--- src/rtl/bas_pkg.sv ---
`timescale 1ns / 1ps
// Shared types, codes and reset values for the button and auxiliary page selector.
// No dependencies; used by the channel interfaces and the top level.
package bas_pkg;

  // Configuration register indexes.
  localparam int unsigned CFG_IDX_W = 3;
  localparam int unsigned CFG_DATA_W = 16;
  localparam logic [CFG_IDX_W-1:0] REG_DEBOUNCE_TIME = 3'd0;
  localparam logic [CFG_IDX_W-1:0] REG_SHORT_PRESS_MAX = 3'd1;
  localparam logic [CFG_IDX_W-1:0] REG_BRIGHTNESS_MIN = 3'd2;
  localparam logic [CFG_IDX_W-1:0] REG_DIAGNOSTICS_MIN = 3'd3;
  localparam logic [CFG_IDX_W-1:0] REG_TOUCH_ENABLED = 3'd4;
  localparam logic [CFG_IDX_W-1:0] REG_ZONE_ENTER = 3'd5;
  localparam logic [CFG_IDX_W-1:0] REG_ZONE_EXIT = 3'd6;

  // Register reset values.
  localparam logic [15:0] DEBOUNCE_TIME_RST = 16'd30;
  localparam logic [15:0] SHORT_PRESS_MAX_RST = 16'd800;
  localparam logic [15:0] BRIGHTNESS_MIN_RST = 16'd2000;
  localparam logic [15:0] DIAGNOSTICS_MIN_RST = 16'd5000;
  localparam logic TOUCH_ENABLED_RST = 1'b0;
  localparam logic [14:0] ZONE_ENTER_RST = 15'd11469;  // 0.35 in Q1.15
  localparam logic [14:0] ZONE_EXIT_RST = 15'd8847;    // 0.27 in Q1.15

  // Page codes.
  localparam logic [1:0] PAGE_DASHBOARD = 2'd0;
  localparam logic [1:0] PAGE_FACE = 2'd1;
  localparam logic [1:0] PAGE_SHOWCASE = 2'd2;
  localparam logic [1:0] PAGE_NONE = 2'd3;

  // Auxiliary channel zones.
  typedef enum logic [1:0] {
    ZONE_UNKNOWN = 2'd0,
    ZONE_LOW     = 2'd1,
    ZONE_MID     = 2'd2,
    ZONE_HIGH    = 2'd3
  } zone_t;

  // One input tick.
  typedef struct packed {
    logic [31:0]        time_ms;
    logic               button_level;
    logic               touch_request;
    logic [1:0]         touch_target;
    logic               vehicle_valid;
    logic               radio_lost;
    logic signed [15:0] aux_position;
  } in_item_t;

  // One result.
  typedef struct packed {
    logic [1:0] page;
    logic       brightness_pulse;
    logic       diagnostics_pulse;
    logic       aux_in_control;
    logic       button_stable;
  } out_item_t;

endpackage

--- src/rtl/bas_in_if.sv ---
`timescale 1ns / 1ps
// Valid/ready channel carrying one input tick.
// Depends on bas_pkg for the payload type.
interface bas_in_if;
  logic              valid;
  logic              ready;
  bas_pkg::in_item_t data;

  modport source (output valid, output data, input ready);
  modport sink (input valid, input data, output ready);
endinterface

--- src/rtl/bas_out_if.sv ---
`timescale 1ns / 1ps
// Valid/ready channel carrying one result.
// Depends on bas_pkg for the payload type.
interface bas_out_if;
  logic               valid;
  logic               ready;
  bas_pkg::out_item_t data;

  modport source (output valid, output data, input ready);
  modport sink (input valid, input data, output ready);
endinterface

--- src/rtl/button_aux_page_selector.sv ---
`timescale 1ns / 1ps
// Top level of the button and auxiliary-channel page selector.
// Depends on bas_pkg, bas_in_if and bas_out_if.

// One request is taken per clock cycle, sustained, and each gives exactly one result:
// the tick is registered in the input register, then one pass of compare and
// subtract logic updates the debounce, page and zone state and loads the result
// register. This one-pass state update is what sets the rate of one tick per cycle;
// a stalled result register holds the pipeline, and one tick can wait in the input
// register meanwhile. Configuration writes take effect at once and must only happen
// while no request is in flight.
module button_aux_page_selector (
  input  logic                              clk,
  input  logic                              rst_n,
  bas_in_if.sink                            in_ch,
  bas_out_if.source                         out_ch,
  input  logic                              cfg_we,
  input  logic [bas_pkg::CFG_IDX_W-1:0]     cfg_index,
  input  logic [bas_pkg::CFG_DATA_W-1:0]    cfg_wdata
);

  // Configuration registers.
  logic [15:0] debounce_time_r;
  logic [15:0] short_press_max_r;
  logic [15:0] brightness_min_r;
  logic [15:0] diagnostics_min_r;
  logic        touch_enabled_r;
  logic [14:0] zone_enter_r;
  logic [14:0] zone_exit_r;

  // Pipeline registers.
  logic               stage_valid_r;
  bas_pkg::in_item_t  stage_r;
  logic               out_valid_r;
  logic               out_valid_nxt;
  bas_pkg::out_item_t out_r;
  bas_pkg::out_item_t out_nxt;
  logic               advance;

  // Block state.
  logic [1:0]     page_r, page_nxt;
  bas_pkg::zone_t zone_r, zone_nxt;
  logic           raw_level_r, raw_level_nxt;
  logic           stable_level_r, stable_level_nxt;
  logic [31:0]    raw_change_time_r, raw_change_time_nxt;
  logic [31:0]    press_start_time_r, press_start_time_nxt;
  logic           aux_owner_r, aux_owner_nxt;

  // Working signals of the update pass.
  logic [31:0]        since_change;
  logic [31:0]        press_dur;
  logic               accept_edge;
  logic               bright;
  logic               diag;
  logic               short_press;
  logic [1:0]         page_cycled;
  logic signed [16:0] pos_s;
  logic signed [16:0] enter_s;
  logic signed [16:0] exit_s;
  bas_pkg::zone_t     zone_cand;
  logic [1:0]         zone_page;

  // Handshake: the tick register moves on when the result register is free or draining.
  assign advance      = stage_valid_r && (!out_valid_r || out_ch.ready);
  assign in_ch.ready  = !stage_valid_r || advance;
  assign out_ch.valid = out_valid_r;
  assign out_ch.data  = out_r;

  // Configuration writes.
  always_ff @(posedge clk) begin
    if (!rst_n) begin
      debounce_time_r   <= bas_pkg::DEBOUNCE_TIME_RST;
      short_press_max_r <= bas_pkg::SHORT_PRESS_MAX_RST;
      brightness_min_r  <= bas_pkg::BRIGHTNESS_MIN_RST;
      diagnostics_min_r <= bas_pkg::DIAGNOSTICS_MIN_RST;
      touch_enabled_r   <= bas_pkg::TOUCH_ENABLED_RST;
      zone_enter_r      <= bas_pkg::ZONE_ENTER_RST;
      zone_exit_r       <= bas_pkg::ZONE_EXIT_RST;
    end else if (cfg_we) begin
      unique case (cfg_index)
        bas_pkg::REG_DEBOUNCE_TIME:   debounce_time_r   <= cfg_wdata;
        bas_pkg::REG_SHORT_PRESS_MAX: short_press_max_r <= cfg_wdata;
        bas_pkg::REG_BRIGHTNESS_MIN:  brightness_min_r  <= cfg_wdata;
        bas_pkg::REG_DIAGNOSTICS_MIN: diagnostics_min_r <= cfg_wdata;
        bas_pkg::REG_TOUCH_ENABLED:   touch_enabled_r   <= cfg_wdata[0];
        bas_pkg::REG_ZONE_ENTER:      zone_enter_r      <= cfg_wdata[14:0];
        bas_pkg::REG_ZONE_EXIT:       zone_exit_r       <= cfg_wdata[14:0];
        default: ;
      endcase
    end
  end

  // Button sampling and debounce.
  always_comb begin
    raw_level_nxt       = stage_r.button_level;
    raw_change_time_nxt = (stage_r.button_level != raw_level_r) ? stage_r.time_ms
                                                                : raw_change_time_r;
    since_change = stage_r.time_ms - raw_change_time_nxt;
    accept_edge  = (raw_level_nxt != stable_level_r) &&
                   (since_change >= {16'd0, debounce_time_r});
    press_dur    = raw_change_time_nxt - press_start_time_r;

    stable_level_nxt     = stable_level_r;
    press_start_time_nxt = press_start_time_r;
    bright      = 1'b0;
    diag        = 1'b0;
    short_press = 1'b0;
    if (accept_edge) begin
      stable_level_nxt = raw_level_nxt;
      if (raw_level_nxt) begin
        press_start_time_nxt = raw_change_time_nxt;
      end else if (press_dur >= {16'd0, diagnostics_min_r}) begin
        diag = 1'b1;
      end else if (press_dur >= {16'd0, brightness_min_r}) begin
        bright = 1'b1;
      end else if ((press_dur >= {16'd0, debounce_time_r}) &&
                   (press_dur <= {16'd0, short_press_max_r})) begin
        short_press = 1'b1;
      end
    end
  end

  // Next page in the cycle, modulo three.
  always_comb begin
    unique case (page_r)
      bas_pkg::PAGE_DASHBOARD: page_cycled = bas_pkg::PAGE_FACE;
      bas_pkg::PAGE_FACE:      page_cycled = bas_pkg::PAGE_SHOWCASE;
      bas_pkg::PAGE_SHOWCASE:  page_cycled = bas_pkg::PAGE_DASHBOARD;
      default:                 page_cycled = bas_pkg::PAGE_FACE;
    endcase
  end

  // Zone classification with hysteresis.
  always_comb begin
    pos_s   = {stage_r.aux_position[15], stage_r.aux_position};
    enter_s = $signed({2'b00, zone_enter_r});
    exit_s  = $signed({2'b00, zone_exit_r});
    unique case (zone_r)
      bas_pkg::ZONE_LOW: begin
        if (pos_s >= enter_s) zone_cand = bas_pkg::ZONE_HIGH;
        else if (pos_s > -exit_s) zone_cand = bas_pkg::ZONE_MID;
        else zone_cand = bas_pkg::ZONE_LOW;
      end
      bas_pkg::ZONE_HIGH: begin
        if (pos_s <= -enter_s) zone_cand = bas_pkg::ZONE_LOW;
        else if (pos_s < exit_s) zone_cand = bas_pkg::ZONE_MID;
        else zone_cand = bas_pkg::ZONE_HIGH;
      end
      default: begin
        if (pos_s <= -enter_s) zone_cand = bas_pkg::ZONE_LOW;
        else if (pos_s >= enter_s) zone_cand = bas_pkg::ZONE_HIGH;
        else zone_cand = bas_pkg::ZONE_MID;
      end
    endcase
    unique case (zone_cand)
      bas_pkg::ZONE_LOW:  zone_page = bas_pkg::PAGE_DASHBOARD;
      bas_pkg::ZONE_HIGH: zone_page = bas_pkg::PAGE_SHOWCASE;
      default:            zone_page = bas_pkg::PAGE_FACE;
    endcase
  end

  // Page ownership: button, then touch, then the auxiliary channel; a later one overrides an earlier one.
  always_comb begin
    page_nxt      = page_r;
    zone_nxt      = zone_r;
    aux_owner_nxt = aux_owner_r;
    if (short_press && !aux_owner_r) begin
      page_nxt = page_cycled;
    end
    if (stage_r.touch_request && touch_enabled_r &&
        (stage_r.touch_target != bas_pkg::PAGE_NONE) && !aux_owner_r) begin
      page_nxt = stage_r.touch_target;
    end
    if (stage_r.vehicle_valid) begin
      if (stage_r.radio_lost) begin
        aux_owner_nxt = 1'b0;
      end else if (zone_r == bas_pkg::ZONE_UNKNOWN) begin
        zone_nxt = zone_cand;
        if (zone_cand != bas_pkg::ZONE_MID) begin
          aux_owner_nxt = 1'b1;
          page_nxt      = zone_page;
        end
      end else if (zone_cand != zone_r) begin
        zone_nxt      = zone_cand;
        aux_owner_nxt = 1'b1;
        page_nxt      = zone_page;
      end
    end
  end

  // Result assembly.
  always_comb begin
    out_nxt.page              = page_nxt;
    out_nxt.brightness_pulse  = bright;
    out_nxt.diagnostics_pulse = diag;
    out_nxt.aux_in_control    = aux_owner_nxt;
    out_nxt.button_stable     = stable_level_nxt;
    if (advance) out_valid_nxt = 1'b1;
    else if (out_ch.ready) out_valid_nxt = 1'b0;
    else out_valid_nxt = out_valid_r;
  end

  // Control and state registers.
  always_ff @(posedge clk) begin
    if (!rst_n) begin
      stage_valid_r      <= 1'b0;
      out_valid_r        <= 1'b0;
      page_r             <= bas_pkg::PAGE_DASHBOARD;
      zone_r             <= bas_pkg::ZONE_UNKNOWN;
      raw_level_r        <= 1'b0;
      stable_level_r     <= 1'b0;
      raw_change_time_r  <= 32'd0;
      press_start_time_r <= 32'd0;
      aux_owner_r        <= 1'b0;
    end else begin
      out_valid_r <= out_valid_nxt;
      if (in_ch.ready) begin
        stage_valid_r <= in_ch.valid;
      end
      if (advance) begin
        page_r             <= page_nxt;
        zone_r             <= zone_nxt;
        raw_level_r        <= raw_level_nxt;
        stable_level_r     <= stable_level_nxt;
        raw_change_time_r  <= raw_change_time_nxt;
        press_start_time_r <= press_start_time_nxt;
        aux_owner_r        <= aux_owner_nxt;
      end
    end
  end

  // Payload registers.
  always_ff @(posedge clk) begin
    if (in_ch.valid && in_ch.ready) begin
      stage_r <= in_ch.data;
    end
    if (advance) begin
      out_r <= out_nxt;
    end
  end

  // Checks on the internal logic.
  a_pulses_exclusive: assert property (@(posedge clk) disable iff (!rst_n)
    out_valid_r |-> !(out_r.brightness_pulse && out_r.diagnostics_pulse))
    else $error("brightness and diagnostics pulses raised together");

  a_page_legal: assert property (@(posedge clk) disable iff (!rst_n)
    page_r != bas_pkg::PAGE_NONE)
    else $error("page register holds an illegal page");

  a_owner_needs_zone: assert property (@(posedge clk) disable iff (!rst_n)
    (zone_r == bas_pkg::ZONE_UNKNOWN) |-> !aux_owner_r)
    else $error("auxiliary channel owns the page without a known zone");

  a_pulse_on_release: assert property (@(posedge clk) disable iff (!rst_n)
    (out_valid_r && (out_r.brightness_pulse || out_r.diagnostics_pulse))
      |-> !out_r.button_stable)
    else $error("press pulse without a released button");

  a_stall_holds_tick: assert property (@(posedge clk) disable iff (!rst_n)
    (stage_valid_r && !advance) |=> (stage_valid_r && $stable(stage_r)))
    else $error("stalled tick lost from the input register");

endmodule

--- src/flat_wrapper.sv ---
// flat-port wrapper written by rule: the top's interface ports become plain ports
module button_aux_page_selector_flat 
  (clk, rst_n, cfg_we, cfg_index, cfg_wdata, in_ch_valid, in_ch_data, in_ch_ready, out_ch_valid, out_ch_data, out_ch_ready);
  bas_in_if in_ch_i ();
  bas_out_if out_ch_i ();
  input  logic clk;
  input  logic rst_n;
  input  logic cfg_we;
  input  logic [bas_pkg::CFG_IDX_W-1:0] cfg_index;
  input  logic [bas_pkg::CFG_DATA_W-1:0] cfg_wdata;
  input wire logic [$bits(in_ch_i.valid)-1:0] in_ch_valid;
  input wire logic [$bits(in_ch_i.data)-1:0] in_ch_data;
  output wire logic [$bits(in_ch_i.ready)-1:0] in_ch_ready;
  output wire logic [$bits(out_ch_i.valid)-1:0] out_ch_valid;
  output wire logic [$bits(out_ch_i.data)-1:0] out_ch_data;
  input wire logic [$bits(out_ch_i.ready)-1:0] out_ch_ready;
  assign in_ch_i.valid = in_ch_valid;
  assign in_ch_i.data = in_ch_data;
  assign in_ch_ready = in_ch_i.ready;
  assign out_ch_valid = out_ch_i.valid;
  assign out_ch_data = out_ch_i.data;
  assign out_ch_i.ready = out_ch_ready;
  button_aux_page_selector u_core (.clk(clk), .rst_n(rst_n), .in_ch(in_ch_i), .out_ch(out_ch_i), .cfg_we(cfg_we), .cfg_index(cfg_index), .cfg_wdata(cfg_wdata));
endmodule
--- config.mk ---
export PLATFORM = sky130hd
export DESIGN_NAME = button_aux_page_selector_flat
export DESIGN_NICKNAME = d
export VERILOG_FILES = /design/src/rtl/bas_pkg.sv /design/src/rtl/bas_in_if.sv /design/src/rtl/bas_out_if.sv /design/src/rtl/button_aux_page_selector.sv /design/src/flat_wrapper.sv
export SDC_FILE = /design/constraint.sdc
export NUM_CORES = 1
export LEC_CHECK = 0
export ABC_AREA = 1
export BUFFER_PORTS_ARGS = -buffer_cell sky130_fd_sc_hd__buf_2
export CAP_MARGIN = 20
export CORE_ASPECT_RATIO = 1.2
export CORE_MARGIN = 2
export CORE_UTILIZATION = 35
export DETAILED_ROUTE_END_ITERATION = 8
export GPL_TIMING_DRIVEN = 0
export HOLD_SLACK_MARGIN = 0.02
export SKIP_CTS_REPAIR_TIMING = 1
export SLEW_MARGIN = 20
export SYNTH_ARGS = -nofsm -noshare
export SYNTH_HDL_FRONTEND = slang
export SYNTH_SLANG_ARGS = --single-unit
export TNS_END_PERCENT = 20
--- constraint.sdc ---
create_clock -name clk -period 5.42 [get_ports clk]
set_clock_uncertainty 0.1 [all_clocks]
set_input_delay 0.271 -clock clk [delete_from_list [all_inputs] [get_ports clk]]
set_output_delay 0.271 -clock clk [all_outputs]
set_load 0.01 [all_outputs]
==> results.md, run 1 <==
- Outcome: completed
- Most frequent cells in the layout: nand2_1, inv_1, a21oi_1
- Largest net degree at the start of global routing: 55
- Hold WC Path Type: primary input to flip-flop
- CTS sink count: 228
- Min Tclk post-route: 5.18 ns
- Fin util: 0.427
- Seq pwr share: 0.311
- Clock Latency Late Sink: 0.59 ns
- Finished Layout Cells: 3179
- Placed Cells: 3046
- Max-cap violations: 0
- I/O Buffers: 84
- DIE WIDTH: 203 um
- Syn nets: 2621
- Core ar.: 47000 um2
- Synth area leader: dfxtp_1
- Post-synth top area share: 0.202
- Post-DRT Antenna Nets: 0
- Post-layout instance area: 20100 um2
- Pint: 3.82 mW
- Worst-margin pin slew: 1.11 ns
- Sequential element share of the synthesized area: 0.310
- Ports: 86
- Synth unique cells: 52
- Worst hold margin: 0.00502 ns
- First-pass detailed-route iteration total: 6
- Fin nets: 2816
- Vias/cell: 5.13
- Area grow syn2layout: 20.5%
- # diodes: 0
- Antenna violations before repair: 1
- Worst endpoint required time: 5.66 ns
- Initial Util: 0.354
- Switching share of power: 0.372
- NetSw: 2.27 mW
- Vias in the first global route: 15626
- Max Transition Viols Final: 0
- Residual DRC: 0
- Number of synthesis warnings: 0
- GP Congestion: 1.00
- Mapped Area: 16700 um2
- Die Y: 243 um
- Fmax: 193 MHz
- Root Buffer Master: clkbuf_16
- First-pass GRT wire length: 82.9 mm
- Drt total wl: 54.7 mm
- Fraction of layout cells with a size suffix above 1: 0.101
- CP Max Fanout: 10
- Leakage power total: 9.41 nW
- Hpwl dp: 43.0 mm
- Num CTS Buffers: 28
- Dominant synthesized flop cell: dfxtp_1
- Final period util: 0.956
- Synth area leaders: dfxtp_1, ha_1, edfxtp_1, nand2_1, inv_1
- CTS tree: yes
- # H-tree levels: 1
- Site Rows: 87
- WL per Instance: 17.2 um
- EDFF count, synth: 60
- FF+latch count, synth: 228
- Final setup viols: 0
- Clk pwr share: 0.339
- Initial drt markers: 1142
- Post-Syn Instances: 2339
- Crit-path max cell delay: 0.48 ns
- Crit-path most repeated cell: nand2_1
- Relative slew slack: 0.254
- Deepest clock path buffer count: 3
- Hold Fails Final Rpt: 0
- Slowest stage cell, crit path: edfxtp_1
- Dpl cell area: 17900 um2
- Worst vdd ir: 0.259 mV
- Syn avg cell area: 7.12 um2
- CTS clk-pin slew, worst paths: 0.06 ns
- DIE AREA: 49300 um2
- Total global-route track usage: 0.214
- Asr flop ratio synth: 0
- Commonest non-fill, non-tap cell in the layout: nand2_1
- CP arrival: 5.42 ns
- Crit start category: flip-flop
- Total chip power: 6.09 mW
- Total congestion overflow: 0
- Power per cell area: 304 nW/um2
- Gate power share: 0.350
- Kind of end point of the critical path: flip-flop
- Crit path kind: flip-flop to flip-flop
- Via Count: 16307
sequential cells by signal, indices dropped and copies added, names as in the netlist, 2 cells and up:
| register | flops |
|---|---|
| u_core.stage_r | 37 |
| u_core.zone_exit_r | 15 |
| u_core.pos_s | 16 |
| u_core.zone_r | 2 |
| u_core.out_ch.data | 6 |
| u_core.press_start_time_r | 32 |
| u_core.debounce_time_r | 16 |
| u_core.page_r | 2 |
| u_core.diagnostics_min_r | 16 |
| u_core.zone_enter_r | 15 |
| u_core.short_press_max_r | 16 |
| u_core.raw_change_time_r | 32 |
| u_core.brightness_min_r | 16 |
power by group through the flow:
stage          combinational, mW  sequential [mW]  clock, mW
2_1_floorplan               1.37             1.91          0
3_3_place_gp                1.90             1.93          0
3_5_place_dp                1.95             1.93          0
4_1_cts                     1.96             1.89       2.10
5_1_grt                     2.40             1.90       2.17
6_report                    2.13             1.89       2.07
per-stage QoR:
| stage | TNS [ns] | setup WS (ns) |
|---|---|---|
| after floorplan | 0 | 0.633 |
| after global placement | -28.22 | -0.888 |
| after detailed placement | -31.11 | -0.955 |
| after CTS | -32.65 | -0.971 |
| after global routing | -0.799 | -0.100 |
| final | 0 | 0.238 |
synth_stat cells (2+ instances only):
| master | n |
|---|---|
| inv_2 | 3 |
| nor3b_1 | 2 |
| or4_1 | 2 |
| nand3_1 | 93 |
| a211oi_1 | 10 |
| o31ai_1 | 3 |
| nor4_1 | 7 |
| nor3_1 | 44 |
| clkbuf_1 | 41 |
| nand3b_1 | 11 |
| fa_1 | 2 |
| nand2_1 | 470 |
| a21boi_0 | 3 |
| dfxtp_1 | 168 |
| o311ai_0 | 3 |
| o21a_1 | 10 |
| buf_1 | 2 |
| xor2_1 | 52 |
| o21bai_1 | 5 |
| buf_2 | 5 |
| ha_1 | 202 |
| nand2_2 | 25 |
| inv_1 | 413 |
| nor2_2 | 4 |
| nor2_1 | 149 |
| nand2_4 | 5 |
| o21ai_0 | 187 |
| xnor2_1 | 2 |
| a31oi_1 | 7 |
| a21o_1 | 6 |
| nand4_1 | 27 |
| edfxtp_1 | 60 |
| nand3_2 | 6 |
| o211ai_1 | 65 |
| a21oi_1 | 228 |
cells by family (layout without fill, tap and decap cells):
| group | after synthesis | count (layout) | share of synthesized area |
|---|---|---|---|
| and+or+nand+nor | 850 | 851 | 0.221 |
| AOI/OAI and AO/OA | 536 | 536 | 0.180 |
| buffers and inverters | 467 | 683 | 0.107 |
| DFF | 228 | 228 | 0.310 |
| adders and majority gates | 204 | 204 | 0.154 |
| xor gates and xnor gates | 54 | 54 | 0.0284 |
final timing paths:
path / startpoint / end / slack, ns / depth (start not counted)
max: u_core.raw_level_nxt / u_core.out_ch.data[4] / 0.24 / 34
min: cfg_wdata[9] / u_core.zone_exit_r[9] / 0.005 / 3
max reg2reg: u_core.raw_level_nxt / u_core.out_ch.data[4] / 0.24 / 34
min reg2reg: u_core.press_start_time_r[11] / u_core.press_start_time_r[11] / 0.36 / 2
layout make-up:
| class | instances | area [um2] |
|---|---|---|
| Sequential cell | 228 | 5160 |
| Tap cell | 623 | 779 |
| Timing Repair Buffer | 164 | 1200 |
| Buffer | 51 | 278 |
| Clock inverter | 19 | 233 |
| Multi-Input combinational cell | 1645 | 10100 |
| Fill cell | 4825 | 27000 |
| Inverter | 416 | 1560 |
| Clock buffer | 33 | 782 |
worst max-delay path: cells and delay by family (launching register included):
family	cells	cell delay, ns
AO/OA/AOI/OAI	4	0.66
AND/OR/NAND/NOR	21	1.97
adder cells (fa/ha/maj)	3	0.86
buffers and inverters	5	0.62
XOR/XNOR	1	0.20
flip-flops	1	0.48
per-layer routing:
metal,vias up,share of wire,global-route usage
met2,419,0.49,0.381
met1,7604,0.42,0.256
met4,2,0.046,0.0988
li1,8151,-,-
met5,-,0.00016,0
met3,131,0.044,0.0247
(Power assumes the default switching activity.)
==> run 2, diff against run 1 <==
- CORE_UTILIZATION: 35 -> 63
- PLACE_DENSITY: not set -> 0.82
==> run 2 against run 1 <==
  * Critical path depth is the same
  * Count of clock-buffer cells in the layout fell by 4
  * Worst setup slack worse by 0.15 ns
  * Core utilization increased by 32 points
  * Die area shrank 44%
  * Total power fell by 5.3%
  * Fmax is 2.8% lower
  * Sequential power is essentially flat
  * Critical endpoint is now u_core.press_start_time_r[28]
  * Largest power group unchanged
==> results.md, run 2 (synthesis gave the netlist of run 1 again) <==
- Hold Fails Final Rpt: 0
- Biggest regs: u_core.stage_r x37, u_core.press_start_time_r x32, u_core.raw_change_time_r x32
- Max-cap violations: 0
- Total congestion overflow: 0
- # diodes: 0
- Clock Latency Late Sink: 0.54 ns
- CP top delay family: simple AND/OR/NAND/NOR gates
- Post-layout instance area: 19400 um2
- I/O Buffers: 84
- WP buf/inv: 8
- CTS clk-pin slew, worst paths: 0.06 ns
- Total chip power: 5.77 mW
- Vias/cell: 5.87
- Worst endpoint required time: 5.76 ns
- Min Tclk post-route: 5.33 ns
- Fmax: 188 MHz
- Fraction of layout cells with a size suffix above 1: 0.0964
- Antenna violations before repair: 0
- Final setup viols: 0
- Max Transition Viols Final: 0
- Num CTS Buffers: 25
- CTS tree: yes
- Kind of end point of the critical path: flip-flop
- Site Rows: 65
- Post-DRT Antenna Nets: 0
- Residual DRC: 0
- Total global-route track usage: 0.370
- Worst setup startpoint: u_core.raw_level_nxt
- Outcome: completed
- Worst-margin pin slew: 0.911 ns
- Die Y: 182 um
- Largest Register: u_core.stage_r
- Root Buffer Master: clkbuf_16
- Fin nets: 2806
- Crit path kind: flip-flop to flip-flop
- First-pass GRT wire length: 81.9 mm
- Crit-path max cell delay: 0.49 ns
- Ports: 86
- Crit-path most repeated cell: nand2_1
- Most frequent cells in the layout: nand2_1, inv_1, a21oi_1
- Hold path start: cfg_wdata[2]
- Hpwl dp: 41.6 mm
- DIE WIDTH: 152 um
- Relative slew slack: 0.392
- Drt total wl: 54.7 mm
- CTS sink count: 228
- Commonest non-fill, non-tap cell in the layout: nand2_1
- Area grow syn2layout: 16.4%
- Worst vdd ir: 0.287 mV
- Crit start category: flip-flop
- Core ar.: 26100 um2
- Dpl cell area: 17500 um2
- Slowest stage cell, crit path: edfxtp_1
- DIE AREA: 27800 um2
- GP Congestion: 1.03
- Vias in the first global route: 16300
- Initial Util: 0.638
- CP Max Fanout: 10
- Initial drt markers: 1420
- Max FFs per register: 37
- Leakage power total: 9.24 nW
- Largest net degree at the start of global routing: 55
- Final period util: 0.984
- CP arrival: 5.67 ns
- Deepest clock path buffer count: 3
- # H-tree levels: 1
- Hold WC Path Type: primary input to flip-flop
- Worst r2r src: u_core.raw_level_nxt
- WL per Instance: 19.0 um
- First-pass detailed-route iteration total: 8
- Via Count: 16889
- Power per cell area: 298 nW/um2
==> run 2: cell types whose count changed in the layout (fill, tap and decap cells not counted), sizes merged <==
cell         before  now
bufinv            4    3
dlygate4sd3      70   59
buf             107  111
clkinv           10   11
inv             418  416
clkinvlp          3    2
nand2           501  500
clkbuf           71   68
==> run 2: layout make-up <==
cell class	instances	area (um2)
inverters	416	1560
well taps	335	419
repair buffers	158	1130
flip-flops and latches	228	5160
clock buffers	29	641
fillers	2049	6730
multi-input cells	1644	10000
clock inverters	16	159
plain buffers	51	263
==> run 2: path summary, 6_finish.rpt <==
path,endpoint,slack [ns],cells after the start
worst min-delay path,u_core.debounce_time_r[2],0.02,3
worst max register to register,u_core.press_start_time_r[28],0.09,34
worst min register to register,u_core.short_press_max_r[4],0.36,2
worst max-delay path,u_core.press_start_time_r[28],0.09,34
==> run 2: worst min-delay path, cell delays in order <==
cell and delay, ns:
buf_2 0.18, nand2_1 0.09, o211ai_1 0.07
==> run 2: stage by stage <==
stage / utilization / hold slack (ns) / std cells / setup WS, ns / TNS [ns]
final: 0.742 / 0.0209 / 2877 / 0.0882 / 0
after global routing: 0.742 / 0.0273 / 2877 / -0.278 / -5.85
after floorplan: - / 0.270 / 2339 / 0.633 / 0
after CTS: 0.701 / -0.207 / 2804 / -1.03 / -34.23
after detailed placement: 0.671 / 0.349 / 2759 / -0.990 / -31.83
after global placement: 0.670 / 0.346 / 2758 / -0.886 / -28.17
==> run 2: report_power, final <==
part	leakage [nW]	switching [mW]	internal, mW
combinational	6.89	1.40	0.758
clock	0.389	0.729	0.987
sequential	1.96	0.0578	1.84
==> run 2: routing by layer <==
metal	vias up	routed length [um]	global-route usage
met5	-	0	0
met4	0	4340	0.259
met3	223	3910	0.0463
met2	758	26400	0.652
met1	7777	20000	0.416
li1	8131	-	-
